## src/rtl/tsrq_pkg.sv

```systemverilog
package tsrq_pkg;

   // command codes carried on req_tuser
   localparam logic [1:0] CMD_INSERT = 2'd0;
   localparam logic [1:0] CMD_LOCK   = 2'd1;
   localparam logic [1:0] CMD_TAKE   = 2'd2;
   localparam logic [1:0] CMD_UNLOCK = 2'd3;

   localparam logic [7:0] LOCK_MAX = 8'd255;

   typedef enum logic [1:0] {
      OP_INSERT,
      OP_LOCK,
      OP_TAKE,
      OP_UNLOCK
   } op_type;

   // decoded command passed from the front to the back
   typedef struct packed {
      op_type      op;
      logic [15:0] id;
      logic [63:0] stamp;
      logic [4:0]  count;
   } cmd_type;

   typedef enum logic [3:0] {
      ST_IDLE,
      ST_INS_RD,
      ST_INS_CMP,
      ST_LCK_RD,
      ST_LCK_MOD,
      ST_TAK_RD,
      ST_TAK_CHK,
      ST_UNL_RD,
      ST_UNL_CMP,
      ST_FAIL
   } back_state_type;

endpackage

```

## src/rtl/tsrq_front.sv

```systemverilog
module tsrq_front
   import tsrq_pkg::*;
#(
   parameter int ID_BITS = 16
) (
   input  logic        clock,
   input  logic        reset,
   input  logic        req_tvalid,
   output logic        req_tready,
   input  logic [87:0] req_tdata,   // frame_id, frame_time, lock_count, zero pad
   input  logic [1:0]  req_tuser,   // cmd
   output logic        cmd_valid,
   input  logic        cmd_ready,
   output cmd_type     cmd_data
);

   localparam int KEEP = (ID_BITS < 16) ? ID_BITS : 16;
   localparam logic [15:0] ID_MASK = 16'((17'(1) << KEEP) - 17'(1));

   cmd_type    slot_ff [2];
   logic       wr_ptr_ff, wr_ptr_in;
   logic       rd_ptr_ff, rd_ptr_in;
   logic [1:0] count_ff, count_in;
   logic       push, pop;
   cmd_type    decoded;

   assign req_tready = (count_ff != 2'd2);
   assign cmd_valid  = (count_ff != 2'd0);
   assign cmd_data   = slot_ff[rd_ptr_ff];
   assign push       = req_tvalid && req_tready;
   assign pop        = cmd_valid && cmd_ready;

   always_comb begin
      decoded.id    = req_tdata[15:0] & ID_MASK;
      decoded.stamp = req_tdata[79:16];
      decoded.count = req_tdata[84:80];
      unique case (req_tuser)
         CMD_INSERT: decoded.op = OP_INSERT;
         CMD_LOCK:   decoded.op = OP_LOCK;
         CMD_TAKE:   decoded.op = OP_TAKE;
         default:    decoded.op = OP_UNLOCK;
      endcase
   end

   always_comb begin
      wr_ptr_in = push ? ~wr_ptr_ff : wr_ptr_ff;
      rd_ptr_in = pop  ? ~rd_ptr_ff : rd_ptr_ff;
      count_in  = count_ff + 2'(push) - 2'(pop);
   end

   always_ff @(posedge clock) begin
      if (reset) begin
         wr_ptr_ff <= 1'b0;
         rd_ptr_ff <= 1'b0;
         count_ff  <= 2'd0;
      end else begin
         wr_ptr_ff <= wr_ptr_in;
         rd_ptr_ff <= rd_ptr_in;
         count_ff  <= count_in;
      end
   end

   always_ff @(posedge clock) begin
      if (push) begin
         slot_ff[wr_ptr_ff] <= decoded;
      end
   end

endmodule

```

## src/rtl/tsrq_engine.sv

```systemverilog
module tsrq_engine
   import tsrq_pkg::*;
#(
   parameter int QUEUE_DEPTH = 16,
   parameter int ID_BITS     = 16
) (
   input  logic        clock,
   input  logic        reset,
   input  logic        cmd_valid,
   output logic        cmd_ready,
   input  cmd_type     cmd_data,
   output logic        rsp_tvalid,
   input  logic        rsp_tready,
   output logic [23:0] rsp_tdata,   // result_id, occupancy, zero pad
   output logic        rsp_tuser,   // ok
   output logic        rsp_tlast
);

   localparam int AW   = (QUEUE_DEPTH > 1) ? $clog2(QUEUE_DEPTH) : 1;
   localparam int CW   = $clog2(QUEUE_DEPTH + 1);
   localparam int KEEP = (ID_BITS < 16) ? ID_BITS : 16;
   localparam int NW   = (CW > 5) ? CW : 5;

   // entry store, newest at address 0
   logic [KEEP-1:0] ids_mem   [QUEUE_DEPTH];
   logic [63:0]     times_mem [QUEUE_DEPTH];
   logic [7:0]      locks_mem [QUEUE_DEPTH];

   back_state_type state_ff, state_in;
   logic [CW-1:0]  fill_ff, fill_in;
   logic [CW-1:0]  idx_ff, idx_in;
   logic [CW-1:0]  n_ff, n_in;
   cmd_type        cur_ff, cur_in;

   logic [KEEP-1:0] rd_id_ff;
   logic [63:0]     rd_time_ff;
   logic [7:0]      rd_lock_ff;

   logic        rsp_valid_ff, rsp_valid_in;
   logic [15:0] rsp_id_ff, rsp_id_in;
   logic        rsp_ok_ff, rsp_ok_in;
   logic        rsp_last_ff, rsp_last_in;
   logic [4:0]  rsp_occ_ff, rsp_occ_in;

   logic            mem_we, mem_re;
   logic [AW-1:0]   mem_waddr, mem_raddr;
   logic [KEEP-1:0] mem_wid;
   logic [63:0]     mem_wtime;
   logic [7:0]      mem_wlock;

   logic          out_free, is_full, shift_down, lock_last, unl_hit;
   logic [CW-1:0] idx_m1, fill_m1, fill_p1, idx_p1, lock_n;
   logic [NW-1:0] cnt_ext, fill_ext;
   logic [7:0]    lock_inc;

   assign out_free   = !rsp_valid_ff || rsp_tready;
   assign is_full    = (fill_ff == CW'(QUEUE_DEPTH));
   assign idx_m1     = idx_ff - CW'(1);
   assign idx_p1     = idx_ff + CW'(1);
   assign fill_m1    = fill_ff - CW'(1);
   assign fill_p1    = fill_ff + CW'(1);
   assign shift_down = (rd_time_ff < cur_ff.stamp);
   assign lock_last  = (idx_p1 == n_ff);
   assign unl_hit    = (rd_id_ff == cur_ff.id[KEEP-1:0]) && (rd_lock_ff != 8'd0);
   assign lock_inc   = (rd_lock_ff == LOCK_MAX) ? rd_lock_ff : rd_lock_ff + 8'd1;
   assign cnt_ext    = NW'(cmd_data.count);
   assign fill_ext   = NW'(fill_ff);
   assign lock_n     = (cnt_ext < fill_ext) ? CW'(cnt_ext) : fill_ff;

   assign rsp_tvalid = rsp_valid_ff;
   assign rsp_tdata  = {3'b000, rsp_occ_ff, rsp_id_ff};
   assign rsp_tuser  = rsp_ok_ff;
   assign rsp_tlast  = rsp_last_ff;

   // next state
   always_comb begin
      state_in = state_ff;
      unique case (state_ff)
         ST_IDLE: begin
            if (cmd_valid) begin
               unique case (cmd_data.op)
                  OP_INSERT: state_in = is_full ? ST_FAIL : ST_INS_RD;
                  OP_LOCK:   state_in = (lock_n == '0) ? ST_FAIL : ST_LCK_RD;
                  OP_TAKE:   state_in = (fill_ff == '0) ? ST_FAIL : ST_TAK_RD;
                  default:   state_in = ST_UNL_RD;
               endcase
            end
         end
         ST_INS_RD: begin
            if (idx_ff != '0) begin
               state_in = ST_INS_CMP;
            end else if (out_free) begin
               state_in = ST_IDLE;
            end
         end
         ST_INS_CMP: begin
            if (shift_down) begin
               state_in = ST_INS_RD;
            end else if (out_free) begin
               state_in = ST_IDLE;
            end
         end
         ST_LCK_RD:  state_in = ST_LCK_MOD;
         ST_LCK_MOD: begin
            if (out_free) begin
               state_in = lock_last ? ST_IDLE : ST_LCK_RD;
            end
         end
         ST_TAK_RD:  state_in = ST_TAK_CHK;
         ST_TAK_CHK: state_in = out_free ? ST_IDLE : ST_TAK_CHK;
         ST_UNL_RD:  state_in = (idx_ff == fill_ff) ? ST_FAIL : ST_UNL_CMP;
         ST_UNL_CMP: begin
            if (!unl_hit) begin
               state_in = ST_UNL_RD;
            end else if (out_free) begin
               state_in = ST_IDLE;
            end
         end
         ST_FAIL:    state_in = out_free ? ST_IDLE : ST_FAIL;
         default:    state_in = ST_IDLE;
      endcase
   end

   // datapath and outputs
   always_comb begin
      fill_in      = fill_ff;
      idx_in       = idx_ff;
      n_in         = n_ff;
      cur_in       = cur_ff;
      cmd_ready    = 1'b0;
      mem_we       = 1'b0;
      mem_waddr    = idx_ff[AW-1:0];
      mem_wid      = cur_ff.id[KEEP-1:0];
      mem_wtime    = cur_ff.stamp;
      mem_wlock    = 8'd0;
      mem_re       = 1'b0;
      mem_raddr    = idx_ff[AW-1:0];
      rsp_valid_in = rsp_valid_ff && !rsp_tready;
      rsp_id_in    = rsp_id_ff;
      rsp_ok_in    = rsp_ok_ff;
      rsp_last_in  = rsp_last_ff;
      rsp_occ_in   = rsp_occ_ff;
      unique case (state_ff)
         ST_IDLE: begin
            cmd_ready = 1'b1;
            if (cmd_valid) begin
               cur_in = cmd_data;
               n_in   = lock_n;
               idx_in = (cmd_data.op == OP_INSERT) ? fill_ff : '0;
            end
         end
         ST_INS_RD: begin
            if (idx_ff != '0) begin
               mem_re    = 1'b1;
               mem_raddr = idx_m1[AW-1:0];
            end else if (out_free) begin
               mem_we       = 1'b1;
               fill_in      = fill_p1;
               rsp_valid_in = 1'b1;
               rsp_id_in    = 16'd0;
               rsp_ok_in    = 1'b1;
               rsp_last_in  = 1'b1;
               rsp_occ_in   = 5'(fill_p1);
            end
         end
         ST_INS_CMP: begin
            if (shift_down) begin
               // move the older entry one place toward the tail
               mem_we    = 1'b1;
               mem_wid   = rd_id_ff;
               mem_wtime = rd_time_ff;
               mem_wlock = rd_lock_ff;
               idx_in    = idx_m1;
            end else if (out_free) begin
               mem_we       = 1'b1;
               fill_in      = fill_p1;
               rsp_valid_in = 1'b1;
               rsp_id_in    = 16'd0;
               rsp_ok_in    = 1'b1;
               rsp_last_in  = 1'b1;
               rsp_occ_in   = 5'(fill_p1);
            end
         end
         ST_LCK_RD: begin
            mem_re = 1'b1;
         end
         ST_LCK_MOD: begin
            if (out_free) begin
               mem_we       = 1'b1;
               mem_wid      = rd_id_ff;
               mem_wtime    = rd_time_ff;
               mem_wlock    = lock_inc;
               idx_in       = idx_p1;
               rsp_valid_in = 1'b1;
               rsp_id_in    = 16'(rd_id_ff);
               rsp_ok_in    = 1'b1;
               rsp_last_in  = lock_last;
               rsp_occ_in   = 5'(fill_ff);
            end
         end
         ST_TAK_RD: begin
            mem_re    = 1'b1;
            mem_raddr = fill_m1[AW-1:0];
         end
         ST_TAK_CHK: begin
            if (out_free) begin
               rsp_valid_in = 1'b1;
               rsp_last_in  = 1'b1;
               if (rd_lock_ff != 8'd0) begin
                  rsp_id_in  = 16'd0;
                  rsp_ok_in  = 1'b0;
                  rsp_occ_in = 5'(fill_ff);
               end else begin
                  fill_in    = fill_m1;
                  rsp_id_in  = 16'(rd_id_ff);
                  rsp_ok_in  = 1'b1;
                  rsp_occ_in = 5'(fill_m1);
               end
            end
         end
         ST_UNL_RD: begin
            mem_re = (idx_ff != fill_ff);
         end
         ST_UNL_CMP: begin
            if (!unl_hit) begin
               idx_in = idx_p1;
            end else if (out_free) begin
               mem_we       = 1'b1;
               mem_wid      = rd_id_ff;
               mem_wtime    = rd_time_ff;
               mem_wlock    = rd_lock_ff - 8'd1;
               rsp_valid_in = 1'b1;
               rsp_id_in    = 16'd0;
               rsp_ok_in    = 1'b1;
               rsp_last_in  = 1'b1;
               rsp_occ_in   = 5'(fill_ff);
            end
         end
         ST_FAIL: begin
            if (out_free) begin
               rsp_valid_in = 1'b1;
               rsp_id_in    = 16'd0;
               rsp_ok_in    = 1'b0;
               rsp_last_in  = 1'b1;
               rsp_occ_in   = 5'(fill_ff);
            end
         end
         default: begin
            cmd_ready = 1'b0;
         end
      endcase
   end

   always_ff @(posedge clock) begin
      if (reset) begin
         state_ff     <= ST_IDLE;
         fill_ff      <= '0;
         rsp_valid_ff <= 1'b0;
      end else begin
         state_ff     <= state_in;
         fill_ff      <= fill_in;
         rsp_valid_ff <= rsp_valid_in;
      end
   end

   always_ff @(posedge clock) begin
      idx_ff      <= idx_in;
      n_ff        <= n_in;
      cur_ff      <= cur_in;
      rsp_id_ff   <= rsp_id_in;
      rsp_ok_ff   <= rsp_ok_in;
      rsp_last_ff <= rsp_last_in;
      rsp_occ_ff  <= rsp_occ_in;
   end

   always_ff @(posedge clock) begin
      if (mem_we) begin
         ids_mem[mem_waddr]   <= mem_wid;
         times_mem[mem_waddr] <= mem_wtime;
         locks_mem[mem_waddr] <= mem_wlock;
      end
      if (mem_re) begin
         rd_id_ff   <= ids_mem[mem_raddr];
         rd_time_ff <= times_mem[mem_raddr];
         rd_lock_ff <= locks_mem[mem_raddr];
      end
   end

endmodule

```

## src/rtl/time_sorted_refcount_queue.sv

```systemverilog
// Time-sorted frame queue with lock counts.
// req channel: one word per command. req_tuser carries the command (insert,
// lock newest, take oldest, unlock); req_tdata carries frame_id, frame_time
// and lock_count. rsp channel: one word per result, rsp_tuser is the ok flag,
// rsp_tlast marks the final result of a command, rsp_tdata carries result_id
// and occupancy. Lock newest gives one result per locked entry.
// A two-word command queue decouples intake from execution, so req_tready
// stays high until two commands wait behind the one in progress.
// Steps of each command once it leaves the queue:
//   insert       move each older entry one place down, from the tail, while
//                it is older than the new one, then write the new entry
//   lock newest  read each locked entry and raise its lock count
//   take oldest  read the oldest entry; remove it if its lock count is zero
//   unlock       scan from the newest for the id with a nonzero count, lower it
//   failures that need no memory access go straight to the failed result.
// The entry memory has a registered read, so each entry is read before it is used.
// Reset empties the queue and drops any pending command or result; entry
// contents are not cleared. When the receiver holds rsp_tready low the
// result word holds and the engine waits; commands still queue up to two.
module time_sorted_refcount_queue
   import tsrq_pkg::*;
#(
   parameter int QUEUE_DEPTH = 16,
   parameter int ID_BITS     = 16
) (
   input  logic        clock,
   input  logic        reset,
   input  logic        req_tvalid,
   output logic        req_tready,
   input  logic [87:0] req_tdata,   // [15:0] frame_id, [79:16] frame_time,
                                    // [84:80] lock_count, [87:85] zero
   input  logic [1:0]  req_tuser,   // [1:0] cmd
   output logic        rsp_tvalid,
   input  logic        rsp_tready,
   output logic [23:0] rsp_tdata,   // [15:0] result_id, [20:16] occupancy,
                                    // [23:21] zero
   output logic        rsp_tuser,   // [0] ok
   output logic        rsp_tlast    // last result of the command
);

   logic    cmd_valid;
   logic    cmd_ready;
   cmd_type cmd_data;

   // intake: decode the command and mask the id, then queue it
   tsrq_front #(
      .ID_BITS (ID_BITS)
   ) u_front (
      .clock      (clock),
      .reset      (reset),
      .req_tvalid (req_tvalid),
      .req_tready (req_tready),
      .req_tdata  (req_tdata),
      .req_tuser  (req_tuser),
      .cmd_valid  (cmd_valid),
      .cmd_ready  (cmd_ready),
      .cmd_data   (cmd_data)
   );

   // execution: walk the entry memory and drive the result register
   tsrq_engine #(
      .QUEUE_DEPTH (QUEUE_DEPTH),
      .ID_BITS     (ID_BITS)
   ) u_engine (
      .clock      (clock),
      .reset      (reset),
      .cmd_valid  (cmd_valid),
      .cmd_ready  (cmd_ready),
      .cmd_data   (cmd_data),
      .rsp_tvalid (rsp_tvalid),
      .rsp_tready (rsp_tready),
      .rsp_tdata  (rsp_tdata),
      .rsp_tuser  (rsp_tuser),
      .rsp_tlast  (rsp_tlast)
   );

endmodule

```

## config.mk

```make
export PLATFORM = sky130hd
export DESIGN_NAME = time_sorted_refcount_queue
export DESIGN_NICKNAME = d
export VERILOG_FILES = /design/src/rtl/tsrq_pkg.sv /design/src/rtl/tsrq_front.sv /design/src/rtl/tsrq_engine.sv /design/src/rtl/time_sorted_refcount_queue.sv
export SDC_FILE = /design/constraint.sdc
export NUM_CORES = 2
export LEC_CHECK = 0
export BUFFER_PORTS_ARGS = -buffer_cell sky130_fd_sc_hd__buf_2
export CORE_MARGIN = 4
export CORE_UTILIZATION = 47
export CTS_BUF_LIST = sky130_fd_sc_hd__clkbuf_4 sky130_fd_sc_hd__clkbuf_8
export DETAILED_ROUTE_END_ITERATION = 8
export PLACE_DENSITY = 0.7
export SLEW_MARGIN = 20
export SYNTH_ARGS = -nofsm -noshare
export SYNTH_HDL_FRONTEND = slang
export SYNTH_HIERARCHICAL = 1
export SYNTH_SLANG_ARGS = --single-unit
```

## constraint.sdc

```tcl
create_clock -name clock -period 38.1 [get_ports clock]
set_input_delay 5.715 -clock clock [delete_from_list [all_inputs] [get_ports clock]]
set_output_delay 5.715 -clock clock [all_outputs]
set_load 0.01 [all_outputs]
```

=== Word-level counts from Yosys, hierarchy flattened ===
Memories as Yosys holds them, arrays and structs flattened. A register that Yosys moved wholly into a read port is not among the register bits.
Cells that the tools add are included.

* Add/subtract/negate cells: 8
* Equal/unequal tests: 29
* Reductions and logical operators: 32
* Bitwise gates (word level): 2
* $lt $le $gt $ge: 2
* Mux-type cells: 92

{| class="wikitable"
|+ Operators by type and width
! operator !! count
|-
| $mux W64 || 3
|-
| $pmux W64 S3 || 1
|-
| $mux W16 || 10
|-
| $pmux W16 S6 || 1
|-
| $mux W5 || 16
|-
| $lt A64 B64 Y1 || 1
|-
| $pmux W16 S3 || 1
|-
| $mux W4 || 11
|-
| $mux W8 || 5
|-
| $pmux W4 S10 || 1
|-
| $mux W1 || 29
|-
| $pmux W5 S5 || 1
|-
| $pmux W8 S3 || 1
|-
| $pmux W5 S4 || 1
|-
| $eq A16 B16 Y1 || 1
|-
| $eq A4 B3 Y1 const B || 4
|-
| $pmux W5 S3 || 1
|-
| $reduce_and A5 Y1 || 3
|-
| $reduce_bool A5 Y1 || 3
|-
| $pmux W4 S3 || 1
|-
| $reduce_and A6 Y1 || 2
|-
| $add A5 B1 Y5 const B || 2
|-
| $eq A5 B5 Y1 || 2
|-
| $logic_not A5 Y1 || 2
|-
| other kinds (39) || 62
|}

* Word-level logic and storage cells: 183
* Memory bits (writable): 1582
* Bits of input ports: 94
* Register bits after elaboration: 127
* Memories kept: 4

{| class="wikitable"
|+ Memories
! memory !! depth !! width !! rd ports !! clocked after memory_dff !! wr ports !! RTL line !! RTL
|-
| u_engine.times_mem || 16 || 64 || 1 || 1 || 1 || tsrq_engine.sv:26 || <nowiki>logic [63:0] times_mem [QUEUE_DEPTH];</nowiki>
|-
| u_engine.ids_mem || 16 || 16 || 1 || 1 || 1 || tsrq_engine.sv:25 || <nowiki>logic [KEEP-1:0] ids_mem [QUEUE_DEPTH];</nowiki>
|-
| u_front.slot_ff || 2 || 87 || 1 || 1 || 1 || tsrq_front.sv:20 || <nowiki>cmd_type slot_ff [2];</nowiki>
|-
| u_engine.locks_mem || 16 || 8 || 1 || 1 || 1 || tsrq_engine.sv:27 || <nowiki>logic [7:0] locks_mem [QUEUE_DEPTH];</nowiki>
|}

=== Longest topological paths before layout ===
* Word-level depth: 7
* Depth in mapped cells: 15
* Gate-level depth less buffers: 10

=== Hierarchy ===
Netlist, hierarchy kept.

{| class="wikitable"
|+ By module, submodules not included
! module !! instances !! seq. area each (sq um) !! area each (sq um) !! cells each
|-
| tsrq_engine || 1 || 48516.5 || 65634.2 || 5061
|-
| tsrq_front || 1 || 5325.1 || 6663.9 || 302
|}

=== Worst setup path after synthesis ===
OpenSTA, ideal clock, no wires.

* Kind: register to register
* Start point: register u_engine.idx_ff[0]
* End point: register u_engine.rd_id_ff[0], read port of u_engine.ids_mem, enable pin
* Data arrival time: 14.833 ns
* Buffers on the path: 1
* Data required time: 37.095 ns
* Setup slack: 22.263 ns
* Stages on the path, launching flop included: 6
* Setup time: 1.005 ns
* Cell sequence: edfxtp_1 clkbuf_1 inv_1 ha_1 nor4b_4 a2111oi_0

* Cells in the longest elaborated chain, start to end: 3
* Elaborated cells on any way between the ends: 7

{| class="wikitable"
|+ RTL lines
! item !! RTL line !! RTL
|-
| from (decl) || tsrq_engine.sv:31 || <nowiki>logic [CW-1:0] idx_ff, idx_in;</nowiki>
|-
| from (signal assigned) || tsrq_engine.sv:267 || <nowiki>idx_ff <= idx_in;</nowiki>
|-
| $reduce_bool A5 Y1 || tsrq_engine.sv:153 || <nowiki>if (idx_ff != '0) begin</nowiki>
|-
| $mux W1 || tsrq_engine.sv:153 ||
|-
| $pmux W1 S3 * || tsrq_engine.sv:143 || <nowiki>unique case (state_ff)</nowiki>
|-
| net u_engine.mem_re || tsrq_engine.sv:45 || <nowiki>logic mem_we, mem_re;</nowiki>
|-
| to (decl) || tsrq_engine.sv:35 || <nowiki>logic [KEEP-1:0] rd_id_ff;</nowiki>
|}

The timed path passes the listed nets; every way through them passes the cells marked *.
A chain may end at the register's enable or synchronous reset.

=== Final worst setup path ===
* Start point: input port rsp_tready
* End point: memory u_engine.times_mem[11][36], enable pin

* Cells in the longest elaborated chain, start to end: 6
* Elaborated cells on any way between the ends: 8

{| class="wikitable"
|+ RTL lines
! item !! RTL line !! RTL
|-
| from (decl) || time_sorted_refcount_queue.sv:34 || <nowiki>input logic rsp_tready,</nowiki>
|-
| $logic_or A1 B1 Y1 * || tsrq_engine.sv:56 || <nowiki>assign out_free = !rsp_valid_ff || rsp_tready;</nowiki>
|-
| $mux W1 * || -- ||
|-
| $mux W1 (on tied branches) || tsrq_engine.sv:225, tsrq_engine.sv:153, tsrq_engine.sv:167 ||
|-
| $pmux W1 S4 * || tsrq_engine.sv:143 ||
|-
| $mux W1 * || tsrq_engine.sv:277 || <nowiki>if (mem_we) begin</nowiki>
|-
| $mux W1 (not written as such) * || tsrq_engine.sv:279 || <nowiki>times_mem[mem_waddr] <= mem_wtime;</nowiki>
|-
| to (decl) || tsrq_engine.sv:26 ||
|}

Every way passes the cells marked *; elsewhere a longest branch is shown, timed or not.

==> reports/results.tsv <==
metric	value	unit
Post-Syn Area	0.0723	sq mm
HPWL after DPL	87400	um
data required time at the worst endpoint	38.66	ns
CP max stage cell	buf_4	
Die H	400	um
Synth top cells by count	1783 x edfxtp_1, 1459 x nand2_1, 897 x nand3_1	
WS Path Type	in2reg	
final setup fails	0	
CTS tree	done	
area delta synth->final	11.0	%
status	finished clean	
hold_buf cts	0	
Sequential Power Share	42.1	%
Setup TNS Final	0	ns
crit path cell chain	buf_2 > nand2b_1 > a22oi_1 > nor3b_1 > and2_4 > buf_4 > buf_4	
CTS buffer count	297	
largest net degree at the start of global routing	208	
Sink Count	1798	
Sw Share	37.9	%
worst min path class	reg2reg	
Max VDD drop	0.115	mV
fillers	12381	
DRT Pass-1 Iters	5	
crit end category	flop	
Synth area leader	edfxtp_1	
clock buffer depth	4	
critical path launch point type	input pin	
# nets final	5710	
number of synthesized flops with an enable pin	1783	
first-pass GRT wire length	268000	um
vias in the first global route	43317	
Hold Startpoint	u_front/rd_ptr_ff	
final global-route overflow total	0	
Setup WS post-layout	29.36	ns
net load switching power	2680	uW
Syn Inst Count	5363	
Clk Latency, worst-skew pair	1.00	ns
GPL Wtd Cong	0.858	
Setup Fix Bufs, Post-CTS	0	
dpl cell area	0.0747	sq mm
most frequent cell after synthesis	edfxtp_1	
# Max-Cap Violations	0	
P_leak	0.0276	uW
Max Clk Rate	0.114	GHz
layout cell share with drive strength beyond 1	14.0	%
Port Buffers	115	
Max Slew Vio Count	0	
WL final	180000	um
Tot GR Track Use	21.8	%
Netlist cell types	77	
top_reg_cell synth	edfxtp_1	
DR WL/cell	23.1	um
number of placed I/O pins	122	
clock power share	22.5	%
Reg clk slew, reported paths	0.06	ns
Final Skew	0.0809	ns
cell area after layout	0.0802	sq mm
Slew headroom	18.8	%
full die area	0.160	sq mm
min Tclk post-route	8.74	ns
Post-synth ARST share	0	%
reg2reg start	u_engine/idx_ff[0]	
synth top area cells	edfxtp_1 74%, nand2_1 7.6%, nand3_1 6.2%	
num rows	143	
vias per cell	5.75	
Vias	44677	
die width	400	um
P_int	4390	uW
CP Launch Point	rsp_tready	
Initial DRC Count	5478	
clock root buffer	clkbuf_8	
Critical Path Max Stage Delay	0.82	ns
RSZ-0062 raised after global routing	no	
core box area	0.152	sq mm
Starting Density	47.4	%
cell repeated most along the worst path	buf_4	
Worst Path Arrival	9.30	ns
Slew @ Worst Pin	1.22	ns
Avg Cell Area, Syn	13.5	sq um
Yosys warning total	6	
antenna-violating nets left	0	
initial antenna violation count	15	
Logic pwr share	35.4	%
post-synthesis sequential area ratio	74.5	%
Synth top area share	74.1	%
period utilisation layout	22.9	%
Critical Path Fanout Max	39	
final hold viol count	0	
Final Hold Slack	0.505	ns
Max H-tree Level	5	
post-CTS sizing	0	
Placement Setup Slack	28.48	ns
PwrDens	88.1	mW/mm^2
DRC	0	
register bit total from synthesis	1798	
[through the flow]
step / power [uW] / utilization [%] / instances
finish: 7070 / 52.6 / 7767
global route: 7470 / 52.6 / 7763
CTS: 7090 / 52.6 / 7761
detailed placement: 5490 / 49.0 / 7270
global placement: 5430 / 49.0 / 7269
floorplan: 4680 / - / 5365
[layer usage]
layer | track usage, % | up-vias | part of all wire [%]
li1 | - | 19961 | -
met1 | 31.0 | 21968 | 41
met2 | 34.0 | 2361 | 46
met3 | 4.73 | 373 | 10
met4 | 6.59 | 14 | 2.5
met5 | 0 | - | 0.059
[kinds of logic (layout without fill, tap and decap cells)]
kind of cell / Yosys count / count (layout) / share of synthesized area [%]
and+or+nand+nor: 2631 / 2631 / 16.0
DFF: 1798 / 1798 / 74.5
buffers and inverters: 392 / 758 / 2.34
AOI/OAI and AO/OA: 243 / 243 / 2.38
muxes: 179 / 179 / 2.94
adders and majority gates: 77 / 77 / 1.33
xor gates and xnor gates: 42 / 42 / 0.509
other: 1 / 9 / 0.00519
[cell usage in the layout, fill, tap and decap left out, types with 17 or more instances in the layout]
cell      count
nor3_1       25
inv_1        81
and2_4       17
buf_4        67
edfxtp_1   1783
o211ai_1     91
buf_2       115
mux2_1       27
nand4_1     105
nand3_1     897
a21oi_1      48
clkbuf_4     85
xnor2_1      31
nor2_1       53
clkinv_1     73
and2_1       19
mux2_4       30
o21ai_0      26
clkbuf_8    305
mux2_2      121
nand2_1    1459
ha_1         77
[final cells by class]
class	count	area [sq um]	share of cell area [%]
Clock inverter	101	629	0.784
Inverter	82	310	0.387
Clock buffer	390	4840	6.03
Multi-Input combinational cell	3175	16900	21.1
Sequential cell	1798	53800	67.1
Antenna cell	6	15.0	0.0187
Timing Repair Buffer	185	1150	1.43
Tap cell	2030	2540	3.17
[power by group through the flow]
stage | combinational [uW] | sequential [uW] | clock [uW]
6_report | 2500 | 2970 | 1590
5_1_grt | 2750 | 2990 | 1720
4_1_cts | 2490 | 2970 | 1630
3_5_place_dp | 2480 | 3010 | 0
3_3_place_gp | 2430 | 3000 | 0
2_1_floorplan | 1720 | 2960 | 0
[final timing paths]
check / to / slack (ns) / cells after the start
max: u_engine/times_mem[11][36] / 29.36 / 7
min: flop / 0.50 / 2
max reg2reg: u_engine/rd_time_ff[16] / 31.55 / 13
min reg2reg: flop / 0.50 / 2
[worst max-delay path, delay by kind of cell]
kind                   cells  cell delay, ns
buffers and inverters      3            1.62
AOI/OAI and AO/OA          1            0.37
and+or+nand+nor            3            1.49
[registers in the layout, indices dropped and copies added (netlist names), 5 cells and up, named ones only]
register and flops:
u_engine/cur_ff 80, u_engine/rd_lock_ff 8, u_engine/rd_time_ff 64, u_engine/idx_ff 5
u_engine/times_mem 1024, u_engine/ids_mem 256, u_front/slot_ff 174, u_engine/locks_mem 128
u_engine/fill_ext 5, u_engine/n_ff 5, u_engine/rd_id_ff 16, u_engine/rsp_occ_ff 5
u_engine/rsp_id_ff 16
Note: power is estimated with default switching activity, not from simulation.
